### src/design/dreq_pkg.sv
package dreq_pkg;

   typedef enum logic [3:0] {
      ST_IDLE,
      ST_SWAP_SCAN,
      ST_READ_SCAN,
      ST_READ_DIR,
      ST_READ_SWEEP,
      ST_SHIFT_INS,
      ST_SHIFT_REM,
      ST_REM_DIR,
      ST_RESULT
   } state_type;

   localparam logic [1:0] KIND_SWAP  = 2'd0;
   localparam logic [1:0] KIND_READ  = 2'd1;
   localparam logic [1:0] KIND_WRITE = 2'd2;

   localparam logic [1:0] STATUS_OK    = 2'd0;
   localparam logic [1:0] STATUS_FULL  = 2'd1;
   localparam logic [1:0] STATUS_EMPTY = 2'd2;
   localparam logic [1:0] STATUS_BAD   = 2'd3;

   localparam logic ACT_INSERT = 1'b0;
   localparam logic ACT_REMOVE = 1'b1;

endpackage

### src/design/disk_request_elevator_queue_top.sv
// Elevator-ordered disk request queue: swaps first in arrival order, then reads in
// sweep order, then writes in arrival order. The queue lives in a memory with one read
// and one write port that one sequencer walks word by word: a read insert scans back from
// the tail and a swap insert forward from the head (up to QUEUE_DEPTH reads), and then the
// later words move up one place, each read and then written; a remove reads the head and
// moves every later word down one place, each read and then written. One word is handled
// at a time; req_ready is low until the result word is taken.
module disk_request_elevator_queue_top #(
   parameter int QUEUE_DEPTH = 32
) (
   input  logic        clock,
   input  logic        reset,
   input  logic        req_valid,
   output logic        req_ready,
   input  logic        req_action,
   input  logic [1:0]  req_kind,
   input  logic [15:0] req_cylinder,
   input  logic [7:0]  req_tag,
   output logic        rsp_valid,
   input  logic        rsp_ready,
   output logic [1:0]  rsp_status,
   output logic [7:0]  rsp_out_tag,
   output logic [1:0]  rsp_out_kind,
   output logic [15:0] rsp_out_cylinder,
   output logic        rsp_out_up,
   output logic [4:0]  rsp_out_position
);

   localparam int IW = (QUEUE_DEPTH > 1) ? $clog2(QUEUE_DEPTH) : 1;
   localparam int CW = $clog2(QUEUE_DEPTH + 1);

   typedef struct packed {
      logic [7:0]  tag;
      logic [1:0]  kind;
      logic [15:0] cyl;
      logic        up;
   } entry_type;

   entry_type mem [QUEUE_DEPTH];

   dreq_pkg::state_type state_ff, state_in;
   logic [CW-1:0] count_ff, count_in;
   logic          dev_up_ff, dev_up_in;
   logic [CW-1:0] t_ff, t_in;          // scan / shift index
   logic [CW-1:0] pos_ff, pos_in;      // insert position
   logic          up_ff, up_in;
   logic          bad_ff, bad_in;
   logic          phase_ff, phase_in;  // shift: 0 issue read, 1 write
   entry_type     new_ff;
   logic          act_ff;
   entry_type     rd_ff;
   entry_type     head_ff;
   logic [1:0]    st_ff, st_in;

   // memory port control
   logic          mem_we;
   logic [IW-1:0] mem_waddr, mem_raddr;
   entry_type     mem_wdata;

   always_ff @(posedge clock) begin
      if (mem_we) mem[mem_waddr] <= mem_wdata;
      rd_ff <= mem[mem_raddr];
   end

   logic accept;
   assign accept = req_valid && req_ready;
   assign req_ready = (state_ff == dreq_pkg::ST_IDLE);
   assign rsp_valid = (state_ff == dreq_pkg::ST_RESULT);

   logic [1:0] kind_n;
   assign kind_n = (req_kind == 2'd3) ? dreq_pkg::KIND_WRITE : req_kind;

   // next state and datapath
   always_comb begin
      state_in = state_ff;
      count_in = count_ff;
      dev_up_in = dev_up_ff;
      t_in = t_ff;
      pos_in = pos_ff;
      up_in = up_ff;
      bad_in = bad_ff;
      phase_in = phase_ff;
      st_in = st_ff;
      mem_we = 1'b0;
      mem_waddr = t_ff[IW-1:0];
      mem_wdata = rd_ff;
      mem_raddr = t_ff[IW-1:0];
      case (state_ff)
         dreq_pkg::ST_IDLE: begin
            if (accept) begin
               bad_in = 1'b0;
               up_in = 1'b0;
               st_in = dreq_pkg::STATUS_OK;
               phase_in = 1'b0;
               if (req_action == dreq_pkg::ACT_REMOVE) begin
                  if (count_ff == '0) begin
                     st_in = dreq_pkg::STATUS_EMPTY;
                     state_in = dreq_pkg::ST_RESULT;
                  end else begin
                     t_in = '0;
                     mem_raddr = '0;
                     state_in = dreq_pkg::ST_SHIFT_REM;
                  end
               end else if (count_ff >= CW'(QUEUE_DEPTH)) begin
                  st_in = dreq_pkg::STATUS_FULL;
                  state_in = dreq_pkg::ST_RESULT;
               end else if (count_ff == '0) begin
                  dev_up_in = 1'b1;
                  up_in = 1'b1;
                  pos_in = '0;
                  t_in = '0;
                  state_in = dreq_pkg::ST_SHIFT_INS;
               end else if (kind_n == dreq_pkg::KIND_WRITE) begin
                  pos_in = count_ff;
                  t_in = count_ff;
                  state_in = dreq_pkg::ST_SHIFT_INS;
               end else if (kind_n == dreq_pkg::KIND_SWAP) begin
                  t_in = '0;
                  mem_raddr = '0;
                  state_in = dreq_pkg::ST_SWAP_SCAN;
               end else begin
                  t_in = count_ff - 1'b1;
                  mem_raddr = IW'(count_ff - 1'b1);
                  state_in = dreq_pkg::ST_READ_SCAN;
               end
            end
         end
         // first non-swap entry from the head
         dreq_pkg::ST_SWAP_SCAN: begin
            if (rd_ff.kind != dreq_pkg::KIND_SWAP) begin
               pos_in = (t_ff == '0) ? CW'(1) : t_ff;
               t_in = count_ff;
               state_in = dreq_pkg::ST_SHIFT_INS;
            end else if (t_ff + 1'b1 == count_ff) begin
               pos_in = count_ff;
               t_in = count_ff;
               state_in = dreq_pkg::ST_SHIFT_INS;
            end else begin
               t_in = t_ff + 1'b1;
               mem_raddr = IW'(t_ff + 1'b1);
            end
         end
         // back from tail to the last read, a swap, or the head
         dreq_pkg::ST_READ_SCAN: begin
            if (t_ff == '0) begin
               dev_up_in = 1'b1;
               up_in = 1'b1;
               pos_in = CW'(1);
               t_in = count_ff;
               state_in = dreq_pkg::ST_SHIFT_INS;
            end else if (rd_ff.kind == dreq_pkg::KIND_SWAP) begin
               dev_up_in = 1'b1;
               up_in = 1'b1;
               pos_in = t_ff + 1'b1;
               t_in = count_ff;
               state_in = dreq_pkg::ST_SHIFT_INS;
            end else if (rd_ff.kind == dreq_pkg::KIND_READ) begin
               state_in = dreq_pkg::ST_READ_DIR;
            end else begin
               t_in = t_ff - 1'b1;
               mem_raddr = IW'(t_ff - 1'b1);
            end
         end
         // compare with the last read
         dreq_pkg::ST_READ_DIR: begin
            mem_raddr = t_ff[IW-1:0];
            if (dev_up_ff == rd_ff.up) begin
               if (!dev_up_ff && new_ff.cyl <= rd_ff.cyl) up_in = 1'b0;
               else if (dev_up_ff && new_ff.cyl >= rd_ff.cyl) up_in = 1'b1;
               else up_in = !dev_up_ff;
               pos_in = t_ff + 1'b1;
               t_in = count_ff;
               state_in = dreq_pkg::ST_SHIFT_INS;
            end else begin
               up_in = rd_ff.up;
               state_in = dreq_pkg::ST_READ_SWEEP;
            end
         end
         // walk the second sweep back toward the head
         dreq_pkg::ST_READ_SWEEP: begin
            if (t_ff == '0) begin
               bad_in = 1'b1;
               st_in = dreq_pkg::STATUS_BAD;
               pos_in = count_ff;
               t_in = count_ff;
               state_in = dreq_pkg::ST_SHIFT_INS;
            end else if (rd_ff.kind != dreq_pkg::KIND_READ || rd_ff.up != up_ff ||
                  (up_ff ? (rd_ff.cyl <= new_ff.cyl) : (rd_ff.cyl >= new_ff.cyl))) begin
               pos_in = t_ff + 1'b1;
               t_in = count_ff;
               state_in = dreq_pkg::ST_SHIFT_INS;
            end else begin
               t_in = t_ff - 1'b1;
               mem_raddr = IW'(t_ff - 1'b1);
            end
         end
         // move words up from the tail, then write the new word
         dreq_pkg::ST_SHIFT_INS: begin
            if (t_ff == pos_ff) begin
               mem_we = 1'b1;
               mem_waddr = pos_ff[IW-1:0];
               mem_wdata = '{tag: new_ff.tag, kind: new_ff.kind,
                             cyl: new_ff.cyl, up: up_ff};
               count_in = count_ff + 1'b1;
               state_in = dreq_pkg::ST_RESULT;
            end else if (!phase_ff) begin
               mem_raddr = IW'(t_ff - 1'b1);
               phase_in = 1'b1;
            end else begin
               mem_we = 1'b1;
               mem_waddr = t_ff[IW-1:0];
               t_in = t_ff - 1'b1;
               phase_in = 1'b0;
            end
         end
         // move words down toward the head
         dreq_pkg::ST_SHIFT_REM: begin
            if (!phase_ff) begin
               mem_raddr = IW'(t_ff + 1'b1);
               phase_in = 1'b1;
               if (t_ff + 1'b1 >= count_ff) begin
                  count_in = count_ff - 1'b1;
                  t_in = CW'(1);
                  mem_raddr = IW'(1);
                  state_in = dreq_pkg::ST_REM_DIR;
               end
            end else begin
               mem_we = 1'b1;
               mem_waddr = t_ff[IW-1:0];
               t_in = t_ff + 1'b1;
               phase_in = 1'b0;
            end
         end
         // adopt the direction of the read after the new head
         dreq_pkg::ST_REM_DIR: begin
            if (count_ff >= CW'(2) && rd_ff.kind == dreq_pkg::KIND_READ)
               dev_up_in = rd_ff.up;
            state_in = dreq_pkg::ST_RESULT;
         end
         dreq_pkg::ST_RESULT: begin
            if (rsp_ready) state_in = dreq_pkg::ST_IDLE;
         end
         default: state_in = dreq_pkg::ST_IDLE;
      endcase
   end

   // control registers
   always_ff @(posedge clock) begin
      if (reset) begin
         state_ff <= dreq_pkg::ST_IDLE;
         count_ff <= '0;
         dev_up_ff <= 1'b0;
      end else begin
         state_ff <= state_in;
         count_ff <= count_in;
         dev_up_ff <= dev_up_in;
      end
   end

   // working registers
   always_ff @(posedge clock) begin
      t_ff <= t_in;
      pos_ff <= pos_in;
      up_ff <= up_in;
      bad_ff <= bad_in;
      phase_ff <= phase_in;
      st_ff <= st_in;
      if (accept) begin
         act_ff <= req_action;
         new_ff <= '{tag: req_tag, kind: kind_n, cyl: req_cylinder, up: 1'b0};
      end
      // head word is the first read of a remove
      if (state_ff == dreq_pkg::ST_SHIFT_REM && t_ff == '0 && !phase_ff)
         head_ff <= rd_ff;
   end

   // result word
   always_comb begin
      rsp_status = st_ff;
      rsp_out_tag = '0;
      rsp_out_kind = '0;
      rsp_out_cylinder = '0;
      rsp_out_up = 1'b0;
      rsp_out_position = '0;
      if (st_ff == dreq_pkg::STATUS_OK || st_ff == dreq_pkg::STATUS_BAD) begin
         if (act_ff == dreq_pkg::ACT_REMOVE) begin
            rsp_out_tag = head_ff.tag;
            rsp_out_kind = head_ff.kind;
            rsp_out_cylinder = head_ff.cyl;
            rsp_out_up = head_ff.up;
         end else begin
            rsp_out_up = up_ff;
            rsp_out_position = 5'(pos_ff);
         end
      end
   end

endmodule

### config.mk
export PLATFORM = sky130hd
export DESIGN_NAME = disk_request_elevator_queue_top
export DESIGN_NICKNAME = d
export VERILOG_FILES = /design/src/design/dreq_pkg.sv /design/src/design/disk_request_elevator_queue_top.sv
export SDC_FILE = /design/constraint.sdc
export NUM_CORES = 1
export LEC_CHECK = 0
export BUFFER_PORTS_ARGS = -buffer_cell sky130_fd_sc_hd__buf_2
export CORE_AREA = 5 5 386 274
export CTS_CLUSTER_DIAMETER = 50
export DETAILED_ROUTE_END_ITERATION = 10
export DIE_AREA = 0 0 391 279
export GPL_TIMING_DRIVEN = 0
export PLACE_DENSITY_LB_ADDON = 0.08
export SLEW_MARGIN = 20
export SYNTH_ARGS = -nofsm -noshare
export SYNTH_HDL_FRONTEND = slang
export SYNTH_SLANG_ARGS = --single-unit
export TNS_END_PERCENT = 10
### constraint.sdc
create_clock -name clock -period 6.03 [get_ports clock]
set_clock_uncertainty 0.2 [all_clocks]
set_input_delay 1.206 -clock clock [delete_from_list [all_inputs] [get_ports clock]]
set_output_delay 1.206 -clock clock [all_outputs]
set_load 0.005 [all_outputs]
# Word-level counts from Yosys, hierarchy flattened
# Memories as Yosys holds them, arrays and structs flattened. A register that Yosys moved wholly into a read port is not among the register bits.
# Index checks and enable logic that the tools add are counted.
[word_totals]
regBits = 81
latchBits = 0
ramBits = 864
rom_bits = 0
in_bits = 31
out_inout_bits = 36
elab_cells = 224
n_memories = 1
[mem_list]
columns = ["name", "words", "width", "rd", "rd_clocked_by_memory_dff", "wr", "line_no", "source"]
rows = [
  ["mem", 32, 27, 1, 1, 1, "disk_request_elevator_queue_top.sv:39", "entry_type mem [QUEUE_DEPTH];"],
]
[classes]
add_sub_neg = 4
n_mul = 0
div = 0
order_cmp = 7
eq_ne = 39
n_shift = 0
muxes = 124
bitwise_logic = 0
n_reduce_logical = 33
[ops]
columns = ["operator", "n"]
rows = [
  ["2-to-1 mux 6 bit", 35],
  ["2-to-1 mux 5 bit", 22],
  ["2-to-1 mux 4 bit", 15],
  ["2-to-1 mux 27 bit", 2],
  ["case mux 6 bit (7 select lines)", 1],
  ["case mux 4 bit (9 select lines)", 1],
  [">= comparator 16 bit", 2],
  ["<= comparator 16 bit", 2],
  ["2-to-1 mux 16 bit", 2],
  ["case mux 5 bit (6 select lines)", 1],
  ["case mux 6 bit (5 select lines)", 1],
  ["2-to-1 mux 1 bit", 26],
  ["inequality test 2 bit, second input constant", 10],
  ["inequality test 3 bit, second input constant", 6],
  ["AND reduction 9 bit", 2],
  ["equality test 4 x 3 -> 1 bit, second input constant", 4],
  ["2-to-1 mux 2 bit", 8],
  ["2-to-1 mux 8 bit", 2],
  ["adder 6 x 1 -> 6 bit, second input constant", 2],
  ["equality test 6 bit", 2],
  ["zero test 6 bit", 2],
  ["case mux 6 bit (2 select lines)", 1],
  ["subtractor 6 x 1 -> 6 bit, second input constant", 2],
  ["case mux 1 bit (3 select lines)", 3],
  ["29 further kinds", 53],
]

# Longest topological paths before layout
[logic_depth]
depth_word = 10
mapped_depth = 21
depth_no_buf = 15

# Worst setup path after synthesis
# No wires, ideal clock.
[synth_timing]
kind = "register to register"
startpoint = "register t_ff[2]"
endpoint = "register, netlist name rd_ff[5]"
arrival_time_ns = 4.512
t_required_ns = 5.752
path_slack_ns = 1.241
stages_incl_launch_ff = 22
n_path_buf = 6
period_less_slack_ns = 4.789
path_cell_list = "edfxtp_1 buf_2 buf_1 clkbuf_1 nand3_1 nor3_1 xor2_1 ha_1 and4_1 a31oi_2 mux2i_1 a21oi_1 a32oi_1 or4_1 buf_2 buf_6 buf_4 mux2i_1 mux2_2 a22oi_1 o221ai_1 nor3_1"
[synth_between]
elab_chain_cells = 6
[synth_rtl]
columns = ["item", "line_no", "source"]
rows = [
  ["from (decl)", "disk_request_elevator_queue_top.sv:44", "logic [CW-1:0] t_ff, t_in;"],
  ["from (signal assigned)", "disk_request_elevator_queue_top.sv:262", "t_ff <= t_in;"],
  ["parallel branches: the longest is 5 deep, another holds adder 6 x 1 -> 6 bit", "--", ""],
  ["case mux 5 bit (6 select lines) *", "disk_request_elevator_queue_top.sv:88", "case (state_ff)"],
]
# Every way passes the cells marked *.
# A chain may end at the register's enable or synchronous reset.

# Worst setup path in the final report
[layout_timing]
startpoint = "register t_ff[0]"
endpoint = "register, netlist name rd_ff[13]"
[layout_between]
elab_chain_cells = 6
[layout_rtl]
columns = ["item", "line_no"]
rows = [
  ["parallel branches: the longest is 5 deep, another holds adder 6 x 1 -> 6 bit", "--"],
  ["case mux 5 bit (6 select lines) *", "disk_request_elevator_queue_top.sv:88"],
]
# Marked as above.

==> metrics.log <==
[metrics] fraction of layout instances using a drive strength above 1: 19.4%
[metrics] Die X: 391 um
[metrics] number of global-route vias before repair: 25800
[metrics] met3 WL post-DR: 12500 um
[metrics] area growth from synthesis to final layout: 19.7%
[metrics] status: completed
[metrics] sort of element at the end of the critical path: register
[metrics] Filler Cells Inserted: 8920
[metrics] pin count of the biggest net entering global routing: 33
[metrics] biggest fanout along the worst timing path: 10
[metrics] Post-Layout Cell Count: 4631
[metrics] fin. max-slew vios: 0
[metrics] setup-violating endpoint count in the final report: 0
[metrics] TritonCTS clock tree: yes
[metrics] global router's overall resource usage: 24.5%
[metrics] mean area per synthesized cell: 13.6 um2
[metrics] Routed wire per std cell: 29.3 um
[metrics] Post-synth EDFFs: 934
[metrics] shortest clock period the worst path allows after layout: 5.90 ns
[metrics] met2 WL: 57400 um
[metrics] netlist area before placement: 40400 um2
[metrics] ordered list of cells on the worst path: clkbuf_2 > clkinv_1 > ha_2 > ha_1 > a311o_1 > a211oi_2 > a21oi_1 > a32oi_2 > or4_1 > buf_4 > buf_6 > buf_4 > buf_2 > nand2_1 > a31oi_1 > o22ai_4 > nor3_2
[metrics] clock transition at the registers of the reported paths: 0.06 ns
[metrics] placed instance count: 4432
[metrics] clock tree root buffer cell: sky130_fd_sc_hd__clkbuf_16
[metrics] number of hold violations in the final report: 0
[metrics] wire length of the first global-routing pass: 190000 um
[metrics] Least-Margin Pin Slew: 1.17 ns
[metrics] GP Congestion: 0.888
[metrics] sequential area share after synthesis: 71.3%
[metrics] Slew Limit Headroom: 21.3%
[metrics] critical path data required time: 6.43 ns
[metrics] Worst Hold Margin: 0.224 ns
[metrics] fmax: 170 MHz
[metrics] Crit path largest cell delay: 0.62 ns
[metrics] area inside the core boundary: 102000 um2
[metrics] highest metal layer with signal wires: met4
[metrics] multi-input logic area: 11700 um2
[metrics] area of the die: 109000 um2
[metrics] unique cell type count in the Yosys netlist: 88
[metrics] number of buffers added on ports: 65
[metrics] share of flip-flops with an asynchronous set or reset: 0%
[metrics] Detailed Route Iter0 Violations: 3002
[metrics] setup repair after global routing missed its margin: true
[metrics] via count: 26700
[metrics] drt drc: 0
[metrics] element type at the critical path start: register
[metrics] number of routed nets with antenna violations: 0
[metrics] final WL: 136000 um
[metrics] most frequently used flop master after synthesis: sky130_fd_sc_hd__edfxtp_1
[metrics] Die Height: 279 um
[metrics] final instance area: 48400 um2
[metrics] largest area contributor in the synthesized netlist: sky130_fd_sc_hd__edfxtp_1
[metrics] top cell type's share of synthesized area: 69.4%
[metrics] routed metal-1 wire length: 62600 um
[metrics] number of placement rows: 98
[metrics] register area: 28800 um2
[metrics] clock latency at the later pin of the worst-skew pair: 0.71 ns
[metrics] top post-synthesis cells by area: sky130_fd_sc_hd__edfxtp_1 (69%), sky130_fd_sc_hd__nand2_1 (6.2%), sky130_fd_sc_hd__mux2i_1 (3.4%), sky130_fd_sc_hd__and3_1 (2.2%), sky130_fd_sc_hd__dfxtp_1 (1.9%)
[metrics] share of the core filled with cells: 47.6%
[metrics] Top Ports: 67
[metrics] post-synthesis net count: 3024
[metrics] class of the tightest hold or removal check: reg2reg
[metrics] number of sinks handled by clock tree synthesis: 972
[metrics] H-tree Lvls: 3
[metrics] number of cells produced by synthesis: 2966
[metrics] deepest clock path buffer count: 3
[metrics] total congestion overflow: 0
[metrics] post-place instance area: 44000 um2
[metrics] number of nets in the finished design: 3255
[metrics] Avg Vias per Cell: 5.76
[metrics] Seq cells post-synth: 972
[metrics] Worst path slowest cell: sky130_fd_sc_hd__ha_2
[metrics] router iterations before antenna repair: 5
[metrics] number of maximum-capacitance constraint violations: 0
[metrics] hold buffer count at CTS: 0
[metrics] starting utilization of the core area: 39.8%
[metrics] share of the cycle needed by the critical path after routing: 97.8%
[metrics] number of clock buffers inserted by TritonCTS: 101
[metrics] cell mode on critical path: sky130_fd_sc_hd__buf_4
[metrics] type of the worst setup path: reg2reg
[metrics] antenna violations before repair: 3
[metrics] signal arrival time at the worst endpoint: 6.30 ns
[metrics] count of yosys warnings during synthesis: 0
[metrics] HPWL Detailed: 95100 um
-- stage by stage --
stage | TNS (ns) | setup slack (ns)
after global routing | -0.208 | -0.0329
final | 0 | 0.131
after detailed placement | -52.76 | -2.27
after CTS | 0 | 0.0150
after global placement | -950.28 | -2.15
after floorplan | 0 | 1.24
-- timing repair --
| item | 4_1_cts | 5_1_grt |
|---|---|---|
| resized for setup | 149 | 27 |
| setup endpoints to repair | 27 | 26 |
| pin swaps | 8 | 0 |
| cloned | 0 | 0 |
| setup buffers | 13 | 0 |
-- metal layers --
layer / GRT usage, % / vias to the layer above
met1: 37.3 / 13600
met4: 5.35 / 0
li1: - / 11700
met3: 6.11 / 162
met5: 0 / -
met2: 35.4 / 1200
-- cells in the final DEF, fill, tap and decap left out, types with 17 or more instances in the layout --
cell type / Yosys / routed
sky130_fd_sc_hd__nor2_1: 88 / 54
sky130_fd_sc_hd__ha_1: 27 / 26
sky130_fd_sc_hd__dfxtp_1: 38 / 38
sky130_fd_sc_hd__buf_12: 0 / 29
sky130_fd_sc_hd__nand3_1: 24 / 17
sky130_fd_sc_hd__a22oi_1: 26 / 23
sky130_fd_sc_hd__o22ai_1: 33 / 20
sky130_fd_sc_hd__buf_2: 68 / 118
sky130_fd_sc_hd__edfxtp_1: 934 / 934
sky130_fd_sc_hd__xnor2_1: 17 / 17
sky130_fd_sc_hd__and3_1: 141 / 141
sky130_fd_sc_hd__o221ai_2: 1 / 18
sky130_fd_sc_hd__mux2i_1: 136 / 136
sky130_fd_sc_hd__clkbuf_16: 0 / 103
sky130_fd_sc_hd__nand2_1: 667 / 666
sky130_fd_sc_hd__a32oi_1: 28 / 26
sky130_fd_sc_hd__buf_16: 0 / 24
sky130_fd_sc_hd__buf_4: 9 / 39
sky130_fd_sc_hd__a21oi_1: 99 / 98
sky130_fd_sc_hd__a31oi_1: 95 / 90
sky130_fd_sc_hd__a311oi_1: 31 / 18
sky130_fd_sc_hd__nor3_1: 43 / 28
sky130_fd_sc_hd__clkbuf_1: 87 / 71
sky130_fd_sc_hd__clkinv_1: 2 / 21
sky130_fd_sc_hd__inv_1: 33 / 33
sky130_fd_sc_hd__mux2_2: 57 / 57
sky130_fd_sc_hd__o21ai_0: 45 / 27
sky130_fd_sc_hd__clkbuf_2: 1 / 29
sky130_fd_sc_hd__nor2_4: 0 / 34
sky130_fd_sc_hd__nor4_1: 29 / 22
-- cell families after synthesis --
logic type               share of synthesized area (%)
AND/OR/NAND/NOR                                   11.7
flip-flops                                        71.3
AO/OA/AOI/OAI                                     7.89
buffers and inverters                             2.37
multiplexers                                      5.22
XOR/XNOR                                         0.650
adder cells (fa/ha/maj)                          0.836
-- state kept, by name, indices dropped and copies added, names as in the netlist --
register / flops
mem: 864
rsp_status: 2
t_ff: 6
act_ff: 1
count_ff: 6
new_ff: 26
up_ff: 1
head_ff: 27
pos_ff: 6
rd_ff: 27
state_ff: 4
phase_ff: 1
dev_up_ff: 1
-- cell usage after synthesis (8+ instances only) --
cell type	instances
sky130_fd_sc_hd__a22oi_1	26
sky130_fd_sc_hd__nor2b_1	8
sky130_fd_sc_hd__nand4_1	12
sky130_fd_sc_hd__xnor2_1	17
sky130_fd_sc_hd__mux2_2	57
sky130_fd_sc_hd__edfxtp_1	934
sky130_fd_sc_hd__a311oi_1	31
sky130_fd_sc_hd__nand3_1	24
sky130_fd_sc_hd__mux2i_1	136
sky130_fd_sc_hd__a31oi_1	95
sky130_fd_sc_hd__nor3_1	43
sky130_fd_sc_hd__buf_4	9
sky130_fd_sc_hd__o22ai_1	33
sky130_fd_sc_hd__dfxtp_1	38
sky130_fd_sc_hd__nand2_1	667
sky130_fd_sc_hd__nor4_1	29
sky130_fd_sc_hd__a21oi_1	99
sky130_fd_sc_hd__xor2_1	13
sky130_fd_sc_hd__nor2_1	88
sky130_fd_sc_hd__o221ai_1	31
sky130_fd_sc_hd__o21ai_0	45
sky130_fd_sc_hd__ha_1	27
sky130_fd_sc_hd__o211ai_1	9
sky130_fd_sc_hd__and2_1	10
sky130_fd_sc_hd__clkbuf_1	87
sky130_fd_sc_hd__a32oi_1	28
sky130_fd_sc_hd__and3_1	141
sky130_fd_sc_hd__inv_1	33
sky130_fd_sc_hd__buf_2	68
sky130_fd_sc_hd__buf_1	15
-- cell type report --
class,instances,share of cell area [%]
clock buffer,123,5.55
multi-input combinational,1775,24.2
tap,1350,3.49
buffer,181,1.95
sequential,972,59.6
inverter,37,0.287
timing repair buffer,129,3.43
clock inverter,63,1.49
antenna,1,0.00517
-- critical path, delay by kind of cell (launching register included) --
family,cells,cell delay [ns]
adders and majority gates,2,0.97
buffers and inverters,6,1.85
DFF,1,0.35
AOI/OAI and AO/OA,6,1.90
and+or+nand+nor,3,0.49
-- worst paths after layout --
| check | start | end | slack (ns) | cells past startpoint |
|---|---|---|---|---|
| hold reg to reg | rd_ff[21]$_DFF_P_ | head_ff[21]$_DFFE_PP_ | 0.22 | 0 |
| hold / removal | rd_ff[21]$_DFF_P_ | head_ff[21]$_DFFE_PP_ | 0.22 | 0 |
| setup / recovery | t_ff[0]$_DFFE_PP_ | rd_ff[13]$_DFF_P_ | 0.13 | 17 |
| setup reg to reg | t_ff[0]$_DFFE_PP_ | rd_ff[13]$_DFF_P_ | 0.13 | 17 |
Power is left out: the tool's default activity adds up to more than one toggle a clock period on the data nets, which glitch-free logic cannot reach.
